## src/rtl/bed_pkg.sv

```systemverilog
// shared types and constants for the bar endpoint detector
package bed_pkg;

    localparam int PIXEL_BITS    = 8;
    localparam int CONTRAST_BITS = 8;
    localparam int STATUS_BITS   = 2;
    // 3 * contrast needs two extra bits
    localparam int SCALED_BITS   = CONTRAST_BITS + 2;

    typedef enum logic [STATUS_BITS-1:0] {
        STATUS_DROP   = 2'd0,
        STATUS_STOP   = 2'd1,
        STATUS_REJECT = 2'd2
    } bed_status_t;

    // decision for one row, passed from the evaluator to the top level
    typedef struct packed {
        logic        emit;      // row ends the run
        logic        computed;  // contrast was measured, history shifts
        logic        keep;      // no drop, recent center and row shift
        bed_status_t status;
    } bed_ctl_t;

endpackage

```

## src/rtl/bed_if.sv

```systemverilog
// stream interfaces for row beats and endpoint beats
interface bed_row_if #(
    parameter int COORD_BITS = 12
);
    logic                            valid;
    logic                            ready;
    logic                            start_of_run;
    logic                            stop_row;
    logic                            dark_bar;
    logic [COORD_BITS-1:0]           row_index;
    logic [COORD_BITS-1:0]           left_x;
    logic [COORD_BITS-1:0]           center_x;
    logic [COORD_BITS-1:0]           right_x;
    logic [bed_pkg::PIXEL_BITS-1:0]  left_pixel;
    logic [bed_pkg::PIXEL_BITS-1:0]  center_pixel;
    logic [bed_pkg::PIXEL_BITS-1:0]  right_pixel;

    modport source (
        output valid, start_of_run, stop_row, dark_bar, row_index,
               left_x, center_x, right_x, left_pixel, center_pixel, right_pixel,
        input  ready
    );

    modport sink (
        input  valid, start_of_run, stop_row, dark_bar, row_index,
               left_x, center_x, right_x, left_pixel, center_pixel, right_pixel,
        output ready
    );
endinterface

interface bed_end_if #(
    parameter int COORD_BITS = 12
);
    logic                             valid;
    logic                             ready;
    logic [bed_pkg::STATUS_BITS-1:0]  status;
    logic [COORD_BITS-1:0]            end_x;
    logic [COORD_BITS-1:0]            end_y;

    modport source (
        output valid, status, end_x, end_y,
        input  ready
    );

    modport sink (
        input  valid, status, end_x, end_y,
        output ready
    );
endinterface

```

## src/rtl/bed_row_eval.sv

```systemverilog
// per-row evaluation: crossing check, contrast and drop compare
module bed_row_eval #(
    parameter int COORD_BITS = 12
) (
    input  logic                               run_done,
    input  logic                               stop_row,
    input  logic                               dark_bar,
    input  logic [COORD_BITS-1:0]              row_index,
    input  logic [COORD_BITS-1:0]              left_x,
    input  logic [COORD_BITS-1:0]              center_x,
    input  logic [COORD_BITS-1:0]              right_x,
    input  logic [bed_pkg::PIXEL_BITS-1:0]     left_pixel,
    input  logic [bed_pkg::PIXEL_BITS-1:0]     center_pixel,
    input  logic [bed_pkg::PIXEL_BITS-1:0]     right_pixel,
    input  logic [bed_pkg::CONTRAST_BITS-1:0]  old_contrast,
    input  logic [COORD_BITS-1:0]              back2_x,
    input  logic [COORD_BITS-1:0]              back2_y,
    output bed_pkg::bed_ctl_t                  ctl,
    output logic [bed_pkg::CONTRAST_BITS-1:0]  contrast,
    output logic [COORD_BITS-1:0]              end_x,
    output logic [COORD_BITS-1:0]              end_y
);

    logic [bed_pkg::PIXEL_BITS-1:0]   diff_l;
    logic [bed_pkg::PIXEL_BITS-1:0]   diff_r;
    logic [bed_pkg::SCALED_BITS-1:0]  now_x3;
    logic [bed_pkg::SCALED_BITS-1:0]  old_x2;
    logic                             crossed;
    logic                             drop;

    assign diff_l = (center_pixel > left_pixel) ? center_pixel - left_pixel
                                                : left_pixel - center_pixel;
    assign diff_r = (center_pixel > right_pixel) ? center_pixel - right_pixel
                                                 : right_pixel - center_pixel;
    assign contrast = (diff_l > diff_r) ? diff_l : diff_r;

    assign now_x3 = {1'b0, contrast, 1'b0} + {2'b00, contrast};
    assign old_x2 = {1'b0, old_contrast, 1'b0};
    assign drop   = now_x3 < old_x2;

    // only a light bar can leave the span between its neighbours
    assign crossed = !dark_bar && ((center_x < left_x) || (center_x > right_x));

    always_comb
    begin
        ctl.emit     = 1'b0;
        ctl.computed = 1'b0;
        ctl.keep     = 1'b0;
        ctl.status   = bed_pkg::STATUS_STOP;
        end_x        = center_x;
        end_y        = row_index;
        if (!run_done)
        begin
            if (stop_row)
            begin
                ctl.emit   = 1'b1;
                ctl.status = bed_pkg::STATUS_STOP;
            end
            else if (crossed)
            begin
                ctl.emit   = 1'b1;
                ctl.status = bed_pkg::STATUS_REJECT;
                end_x      = '0;
                end_y      = '0;
            end
            else
            begin
                ctl.computed = 1'b1;
                if (drop)
                begin
                    ctl.emit   = 1'b1;
                    ctl.status = bed_pkg::STATUS_DROP;
                    end_x      = back2_x;
                    end_y      = back2_y;
                end
                else
                begin
                    ctl.keep = 1'b1;
                end
            end
        end
    end

endmodule

```

## src/rtl/bar_endpoint_detector.sv

```systemverilog
// top level of the bar endpoint detector
//
// rows: one beat per image row of a traced bar, carrying the run flags, the
//   columns of the bar and its two neighbour traces and the gray values there
// ends: one beat per finished run with status, endpoint column and row
//   (status drop, stop or reject; a rejected run reports zero coordinates)
// a run opens with start_of_run; rows outside a run are swallowed silently
// throughput: one row per cycle unless ends holds off; all work for a row is
//   one short pass from the input register through the evaluator into the
//   result register, which takes the result, if any, once it is free
// stall: while ends is held off, the result register holds and the input
//   register keeps its row; rows stays ready only while the input register
//   can drain, so no beat is lost or repeated
// reset: contrast history, recent centers and rows clear to zero at once and
//   the block idles (run done) until the next start_of_run; no clearing pass
// contrast history is a shift line of HISTORY_DEPTH-1 taps, the last tap is
//   the contrast seen HISTORY_DEPTH-1 rows back
module bar_endpoint_detector #(
    parameter int HISTORY_DEPTH = 8,
    parameter int COORD_BITS    = 12
) (
    input  logic        clk,
    input  logic        rst_n,
    bed_row_if.sink     rows,
    bed_end_if.source   ends
);

    localparam int TAPS = HISTORY_DEPTH - 1;

    // input register
    logic                               s1_valid_reg;
    logic                               s1_start_reg;
    logic                               s1_stop_reg;
    logic                               s1_dark_reg;
    logic [COORD_BITS-1:0]              s1_row_reg;
    logic [COORD_BITS-1:0]              s1_lx_reg;
    logic [COORD_BITS-1:0]              s1_cx_reg;
    logic [COORD_BITS-1:0]              s1_rx_reg;
    logic [bed_pkg::PIXEL_BITS-1:0]     s1_lp_reg;
    logic [bed_pkg::PIXEL_BITS-1:0]     s1_cp_reg;
    logic [bed_pkg::PIXEL_BITS-1:0]     s1_rp_reg;

    // run state
    logic                               run_done_reg;
    logic                               run_done_next;
    logic [bed_pkg::CONTRAST_BITS-1:0]  hist_reg  [TAPS];
    logic [bed_pkg::CONTRAST_BITS-1:0]  hist_next [TAPS];
    logic [COORD_BITS-1:0]              col0_reg, col1_reg, row0_reg, row1_reg;
    logic [COORD_BITS-1:0]              col0_next, col1_next, row0_next, row1_next;

    // result register
    logic                               out_valid_reg;
    logic [bed_pkg::STATUS_BITS-1:0]    out_status_reg;
    logic [COORD_BITS-1:0]              out_x_reg;
    logic [COORD_BITS-1:0]              out_y_reg;

    logic                               advance;
    logic                               fire;
    logic                               eff_done;
    logic [bed_pkg::CONTRAST_BITS-1:0]  eff_old;
    logic [COORD_BITS-1:0]              eff_col0, eff_col1, eff_row0, eff_row1;
    bed_pkg::bed_ctl_t                  ctl;
    logic [bed_pkg::CONTRAST_BITS-1:0]  contrast;
    logic [COORD_BITS-1:0]              res_x;
    logic [COORD_BITS-1:0]              res_y;

    // the row in the input register moves on once the result slot is free
    assign advance    = !out_valid_reg || ends.ready;
    assign fire       = s1_valid_reg && advance;
    assign rows.ready = !s1_valid_reg || advance;

    // a start row sees a cleared run
    assign eff_done = s1_start_reg ? 1'b0 : run_done_reg;
    assign eff_old  = s1_start_reg ? '0 : hist_reg[TAPS-1];
    assign eff_col0 = s1_start_reg ? '0 : col0_reg;
    assign eff_col1 = s1_start_reg ? '0 : col1_reg;
    assign eff_row0 = s1_start_reg ? '0 : row0_reg;
    assign eff_row1 = s1_start_reg ? '0 : row1_reg;

    bed_row_eval #(
        .COORD_BITS (COORD_BITS)
    ) u_eval (
        .run_done     (eff_done),
        .stop_row     (s1_stop_reg),
        .dark_bar     (s1_dark_reg),
        .row_index    (s1_row_reg),
        .left_x       (s1_lx_reg),
        .center_x     (s1_cx_reg),
        .right_x      (s1_rx_reg),
        .left_pixel   (s1_lp_reg),
        .center_pixel (s1_cp_reg),
        .right_pixel  (s1_rp_reg),
        .old_contrast (eff_old),
        .back2_x      (eff_col1),
        .back2_y      (eff_row1),
        .ctl          (ctl),
        .contrast     (contrast),
        .end_x        (res_x),
        .end_y        (res_y)
    );

    // next run state
    always_comb
    begin
        run_done_next = run_done_reg;
        col0_next     = col0_reg;
        col1_next     = col1_reg;
        row0_next     = row0_reg;
        row1_next     = row1_reg;
        for (int i = 0; i < TAPS; i++)
        begin
            hist_next[i] = hist_reg[i];
        end
        if (fire)
        begin
            run_done_next = ctl.emit ? 1'b1 : eff_done;
            if (ctl.computed)
            begin
                // shift in the new contrast, dropping the oldest tap
                hist_next[0] = contrast;
                for (int i = 1; i < TAPS; i++)
                begin
                    hist_next[i] = s1_start_reg ? '0 : hist_reg[i-1];
                end
            end
            else if (s1_start_reg)
            begin
                for (int i = 0; i < TAPS; i++)
                begin
                    hist_next[i] = '0;
                end
            end
            if (ctl.keep)
            begin
                col1_next = eff_col0;
                row1_next = eff_row0;
                col0_next = s1_cx_reg;
                row0_next = s1_row_reg;
            end
            else if (s1_start_reg)
            begin
                col0_next = '0;
                col1_next = '0;
                row0_next = '0;
                row1_next = '0;
            end
        end
    end

    always_ff @(posedge clk or negedge rst_n)
    begin
        if (!rst_n)
        begin
            s1_valid_reg  <= 1'b0;
            run_done_reg  <= 1'b1;
            col0_reg      <= '0;
            col1_reg      <= '0;
            row0_reg      <= '0;
            row1_reg      <= '0;
            out_valid_reg <= 1'b0;
            for (int i = 0; i < TAPS; i++)
            begin
                hist_reg[i] <= '0;
            end
        end
        else
        begin
            if (rows.ready)
            begin
                s1_valid_reg <= rows.valid;
            end
            run_done_reg <= run_done_next;
            col0_reg     <= col0_next;
            col1_reg     <= col1_next;
            row0_reg     <= row0_next;
            row1_reg     <= row1_next;
            for (int i = 0; i < TAPS; i++)
            begin
                hist_reg[i] <= hist_next[i];
            end
            if (fire && ctl.emit)
            begin
                out_valid_reg <= 1'b1;
            end
            else if (ends.ready)
            begin
                out_valid_reg <= 1'b0;
            end
        end
    end

    // payload registers, no reset
    always_ff @(posedge clk)
    begin
        if (rows.ready && rows.valid)
        begin
            s1_start_reg <= rows.start_of_run;
            s1_stop_reg  <= rows.stop_row;
            s1_dark_reg  <= rows.dark_bar;
            s1_row_reg   <= rows.row_index;
            s1_lx_reg    <= rows.left_x;
            s1_cx_reg    <= rows.center_x;
            s1_rx_reg    <= rows.right_x;
            s1_lp_reg    <= rows.left_pixel;
            s1_cp_reg    <= rows.center_pixel;
            s1_rp_reg    <= rows.right_pixel;
        end
        if (fire && ctl.emit)
        begin
            out_status_reg <= ctl.status;
            out_x_reg      <= res_x;
            out_y_reg      <= res_y;
        end
    end

    assign ends.valid  = out_valid_reg;
    assign ends.status = out_status_reg;
    assign ends.end_x  = out_x_reg;
    assign ends.end_y  = out_y_reg;

    // every result closes the run
    a_emit_closes_run: assert property (@(posedge clk) disable iff (!rst_n)
        fire && ctl.emit |=> run_done_reg)
        else $error("run still open after a result");

    // rows outside a run never make a result
    a_idle_silent: assert property (@(posedge clk) disable iff (!rst_n)
        fire && !s1_start_reg && run_done_reg |-> !ctl.emit)
        else $error("result from a row outside a run");

    // a rejected run reports zero coordinates
    a_reject_zero: assert property (@(posedge clk) disable iff (!rst_n)
        ends.valid && ends.status == bed_pkg::STATUS_REJECT
            |-> ends.end_x == '0 && ends.end_y == '0)
        else $error("rejected run with nonzero endpoint");

    // an empty input register always takes a beat
    a_empty_ready: assert property (@(posedge clk) disable iff (!rst_n)
        !s1_valid_reg |-> rows.ready)
        else $error("input stalled while empty");

endmodule

```

## src/flat_wrapper.sv

```systemverilog
// flat-port wrapper written by rule: the top's interface ports become plain ports
module bar_endpoint_detector_flat 
#(
    parameter int HISTORY_DEPTH = 8,
    parameter int COORD_BITS    = 12
)
  (clk, rst_n, rows_valid, rows_start_of_run, rows_stop_row, rows_dark_bar, rows_row_index, rows_left_x, rows_center_x, rows_right_x, rows_left_pixel, rows_center_pixel, rows_right_pixel, rows_ready, ends_valid, ends_status, ends_end_x, ends_end_y, ends_ready);
  bed_row_if #(.COORD_BITS(COORD_BITS)) rows_i ();
  bed_end_if #(.COORD_BITS(COORD_BITS)) ends_i ();
  input  logic clk;
  input  logic rst_n;
  input wire logic [$bits(rows_i.valid)-1:0] rows_valid;
  input wire logic [$bits(rows_i.start_of_run)-1:0] rows_start_of_run;
  input wire logic [$bits(rows_i.stop_row)-1:0] rows_stop_row;
  input wire logic [$bits(rows_i.dark_bar)-1:0] rows_dark_bar;
  input wire logic [$bits(rows_i.row_index)-1:0] rows_row_index;
  input wire logic [$bits(rows_i.left_x)-1:0] rows_left_x;
  input wire logic [$bits(rows_i.center_x)-1:0] rows_center_x;
  input wire logic [$bits(rows_i.right_x)-1:0] rows_right_x;
  input wire logic [$bits(rows_i.left_pixel)-1:0] rows_left_pixel;
  input wire logic [$bits(rows_i.center_pixel)-1:0] rows_center_pixel;
  input wire logic [$bits(rows_i.right_pixel)-1:0] rows_right_pixel;
  output wire logic [$bits(rows_i.ready)-1:0] rows_ready;
  output wire logic [$bits(ends_i.valid)-1:0] ends_valid;
  output wire logic [$bits(ends_i.status)-1:0] ends_status;
  output wire logic [$bits(ends_i.end_x)-1:0] ends_end_x;
  output wire logic [$bits(ends_i.end_y)-1:0] ends_end_y;
  input wire logic [$bits(ends_i.ready)-1:0] ends_ready;
  assign rows_i.valid = rows_valid;
  assign rows_i.start_of_run = rows_start_of_run;
  assign rows_i.stop_row = rows_stop_row;
  assign rows_i.dark_bar = rows_dark_bar;
  assign rows_i.row_index = rows_row_index;
  assign rows_i.left_x = rows_left_x;
  assign rows_i.center_x = rows_center_x;
  assign rows_i.right_x = rows_right_x;
  assign rows_i.left_pixel = rows_left_pixel;
  assign rows_i.center_pixel = rows_center_pixel;
  assign rows_i.right_pixel = rows_right_pixel;
  assign rows_ready = rows_i.ready;
  assign ends_valid = ends_i.valid;
  assign ends_status = ends_i.status;
  assign ends_end_x = ends_i.end_x;
  assign ends_end_y = ends_i.end_y;
  assign ends_i.ready = ends_ready;
  bar_endpoint_detector #(.HISTORY_DEPTH(HISTORY_DEPTH), .COORD_BITS(COORD_BITS)) u_core (.clk(clk), .rst_n(rst_n), .rows(rows_i), .ends(ends_i));
endmodule
```

## config.mk

```make
export PLATFORM = sky130hd
export DESIGN_NAME = bar_endpoint_detector_flat
export DESIGN_NICKNAME = d
export VERILOG_FILES = /design/src/rtl/bed_pkg.sv /design/src/rtl/bed_if.sv /design/src/rtl/bed_row_eval.sv /design/src/rtl/bar_endpoint_detector.sv /design/src/flat_wrapper.sv
export SDC_FILE = /design/constraint.sdc
export NUM_CORES = 1
export LEC_CHECK = 0
export ABC_CLOCK_PERIOD_IN_PS = 10650
export BUFFER_PORTS_ARGS = -buffer_cell sky130_fd_sc_hd__buf_2
export CAP_MARGIN = 20
export CELL_PAD_IN_SITES_DETAIL_PLACEMENT = 1
export CELL_PAD_IN_SITES_GLOBAL_PLACEMENT = 1
export CORE_UTILIZATION = 48
export DETAILED_ROUTE_END_ITERATION = 10
export PLACE_DENSITY_LB_ADDON = 0.12
export SLEW_MARGIN = 30
export SYNTH_ARGS = -nofsm -noshare
export SYNTH_HDL_FRONTEND = slang
export SYNTH_SLANG_ARGS = --single-unit
```

## constraint.sdc

```tcl
create_clock -name clk -period 10.65 [get_ports clk]
set_input_delay 0 -clock clk [delete_from_list [all_inputs] [get_ports clk]]
set_output_delay 0 -clock clk [all_outputs]
set_load 0.01 [all_outputs]
```

==> qor.csv <==
stage,metric,value,unit
yosys,cell taking the most area after synthesis,edfxtp_1,
yosys,top-area cell type share of the netlist area,30.38,%
place,Detail Placement HPWL,15.27,mm
sta,maximum clock frequency,118.9,MHz
power,highest ir drop seen on vdd,210.9,uV
grt,total routing resource utilization after global routing,24.21,%
yosys,Synth Register Bits,208,
yosys,most common library cells after synthesis,"a22o_1, dfrtp_1, edfxtp_1",
yosys,count of unique library cells instantiated by Yosys,74,
sta,Finish-stage setup viols,0,
sta,share of the clock period used by the worst path,78.97,%
sta,max-slew violation total from the final report,0,
floorplanning,standard-cell row count,52,
yosys,yosys warns,0,
power,Static Leak,0.005613,uW
drt,1st-iter DRT viols,298,
yosys,Compound-Gate Fraction of Synth Area,19.49,%
clock_tree,number of instances resized during post-cts repair,0,
floorplanning,initial standard-cell utilization of the core,49.18,%
setup_path,count of buffering cells on the critical path with inverters included,3,
sta,worst relative slew slack,46.26,%
clock_tree,clock tree from TritonCTS,done,
sta,TNS Setup,0,ns
yosys,Main synth FF type,dfrtp_1,
drt,highest layer used for signal routing,met4,
yosys,most frequent cell after synthesis,a22o_1,
setup_path,delay of the slowest cell on the worst path,0.68,ns
sta,final period demand of the worst path,8.410,ns
floorplanning,area of the core region,20300,um^2
clock_tree,buffer levels on the longest clock path,3,
sta,setup repair after global routing missed its margin,no,
yosys,mean cell area of the mapped netlist,13.26,um^2
setup_path,Worst R2R Start,u_core.s1_cp_reg[0],
yosys,xor and xnor area share after synthesis,1.579,%
min_path,class of the worst hold path,primary input to asynchronous set/reset pin,
yosys,dominant combinational cell family by area after synthesis,compound AO/OA/AOI/OAI gates,
yosys,post-synthesis sequential area ratio,57.21,%
drt,average wire per standard cell,20.32,um
setup_path,required arrival time at the worst endpoint,10.82,ns
setup_path,CP Max Fanout,26,
setup_path,type of origin of the critical path,register,
run,number of max-cap violations,0,
drt,via count of the routed design,6959,
finish,number of flip-flops in the largest register,56,
floorplanning,die outline height,146.2,um
place,number of input and output port buffers inserted,106,
finish,relative area change from synthesis to final layout,23.66,%
yosys,synthesized-area fraction occupied by and/or/nand/nor cells,5.715,%
status,run status,"complete, no violations",
drt,post-route met1 wirelength,11.16,mm
setup_path,Reg2Reg Setup Slack,2.24,ns
yosys,Syn Nets,908,
yosys,share of synthesized flip-flops with an asynchronous set or reset,51.44,%
floorplanning,Die Area,21380,um^2
finish,number of antenna diodes,0,
grt,initial antenna violation count,0,
floorplanning,die width,146.2,um
drt,drt pass-1 iters,4,
drt,aggregate routed wire length,24.95,mm
drt,number of vias per cell after detailed routing,5.667,
setup_path,arrival time at the worst endpoint,8.58,ns
sta,Final Hold Violating Endpoints,0,
drt,met2 routed wirelength,12.27,mm
clock_tree,CTS Root Cell,clkbuf_16,
yosys,count of mapped cells out of synthesis,753,
grt,grt ovf,0,
finish,fraction of layout cells with a size suffix above 1,19.10,%
yosys,"top cells by area, synth","edfxtp_1, dfrtp_1, a22o_1, ha_1, inv_1",
finish,net count of the finished layout,1098,
setup_path,critical path type,register to register,
clock_tree,Worst-path clk slew,0.06,ns
floorplanning,num ports,107,
setup_path,crit-path most repeated cell,ha_1,
place,routability cong.,0.8673,
setup_path,reg2reg path depth,34,
setup_path,Critical-path top delay cell,o41a_1,
grt,first-pass GRT wire length,41.32,mm
drt,Antenna Nets Post-Route,0,
power,power per standard cell area,282.7,nW/um^2
grt,vias in the first global route,7789,
clock_tree,TritonCTS sink count,208,
yosys,adder-cell area share of the yosys netlist,9.939,%
clock_tree,number of buffers created by CTS,23,
sta,slew at the pin closest to its max-slew limit,0.8062,ns
setup_path,critical path endpoint category,register,
clock_tree,worst-skew pair later-pin latency,0.53,ns
setup_path,terminus of the critical flop-to-flop path,u_core.ends.status[1],
power,post-route total power,3490,uW
drt,number of DRC violations after detailed routing,0,
yosys,number of flops mapped to enable cells by yosys,101,
yosys,"Cell Area, Synth",9983,um^2
grt,maximum number of pins on one net before global-route repair,75,
drt,Met3 Wirelength,986,um
setup_path,Top Family by Delay on Critical Path,compound AO/OA/AOI/OAI gates,
clock_tree,H-tree levels,1,
sta,clock tree skew after final layout,0.02551,ns
yosys,share of synthesized area spent on multiplexers,2.106,%
stage by stage:
step                      hold slack [ns]  utilization [%]  area [um^2]  worst slack [ns]  instances
after floorplan                   -0.2956                -         9983             2.122        753
after global placement            0.07150            53.01        10760             2.317       1106
after detailed placement          0.08699            53.26        10810             2.057       1108
after CTS                          0.1106            60.74        12330             2.009       1227
after global routing               0.1536            60.82        12350             1.669       1228
final                             0.06393            60.82        12350             2.240       1228
placed cells by master, fill, tap and decap left out, types with 19 or more instances in the layout:
cell,synthesis,layout
a21oi_1,26,26
nand2b_1,19,19
a22o_1,127,127
inv_1,62,62
dlygate4sd3_1,0,79
clkbuf_16,0,23
buf_2,10,105
o21ai_0,20,20
dfrtp_1,106,106
ha_1,72,72
a21o_1,19,19
edfxtp_1,101,101
cell type report:
type                       count  area, um^2
multi-input combinational    453        3906
inverter                      63       236.5
fill                        2044        7954
clock inverter                 6       50.05
timing repair buffer         194        1426
tap                          270       337.8
sequential                   208        5712
clock buffer                  34       676.9
timing repair:
| action | 4_1_cts | 5_1_grt |
|---|---|---|
| buffers inserted | 0 | 0 |
| hold buffers | 79 | 0 |
| endpoints found under the hold margin | 129 | 0 |
worst reg2reg max path: cells and delay by family, from the launching register on:
kind	cells	cell delay [ns]
compound gates	13	3.28
fa+ha+maj	6	1.78
simple gates	8	1.00
mux	3	0.90
buf+inv	3	0.55
flops	1	0.42
xor+xnor	1	0.14
how the worst max path moves through the flow:
| stage | start | endpoint | slack [ns] | cells after the start |
|---|---|---|---|---|
| 2_1_floorplan | u_core.s1_cp_reg[0] | u_core.ends.end_x[0] | 2.12 | 36 |
| 6_report | u_core.s1_cp_reg[0] | u_core.ends.status[1] | 2.24 | 34 |
| 4_1_cts | u_core.s1_cp_reg[0] | u_core.ends.end_y[5] | 2.01 | 34 |
| 5_1_grt | u_core.s1_cp_reg[0] | u_core.ends.status[0] | 1.67 | 34 |
| 3_3_place_gp | u_core.s1_cp_reg[0] | u_core.col1_reg[9] | 2.32 | 33 |
| 3_5_place_dp | u_core.s1_cp_reg[0] | u_core.ends.end_y[5] | 2.06 | 33 |
cells by family after synthesis:
kind of cell | Yosys count
compound gates | 242
xor+xnor | 18
fa+ha+maj | 77
buf+inv | 92
flops | 208
mux | 19
simple gates | 97
routing by layer:
metal / track usage, % / up-vias
li1: - / 3233
met1: 32.57 / 3509
met2: 41.17 / 174
met3: 3.344 / 43
met4: 6.563 / 0
met5: 0 / -
power by group:
group | total, uW | internal (uW) | switching (uW)
clock network | 768 | 442 | 326
registers | 1080 | 1010 | 70.8
logic | 1640 | 701 | 938
Power figures use the tool's default switching activity.
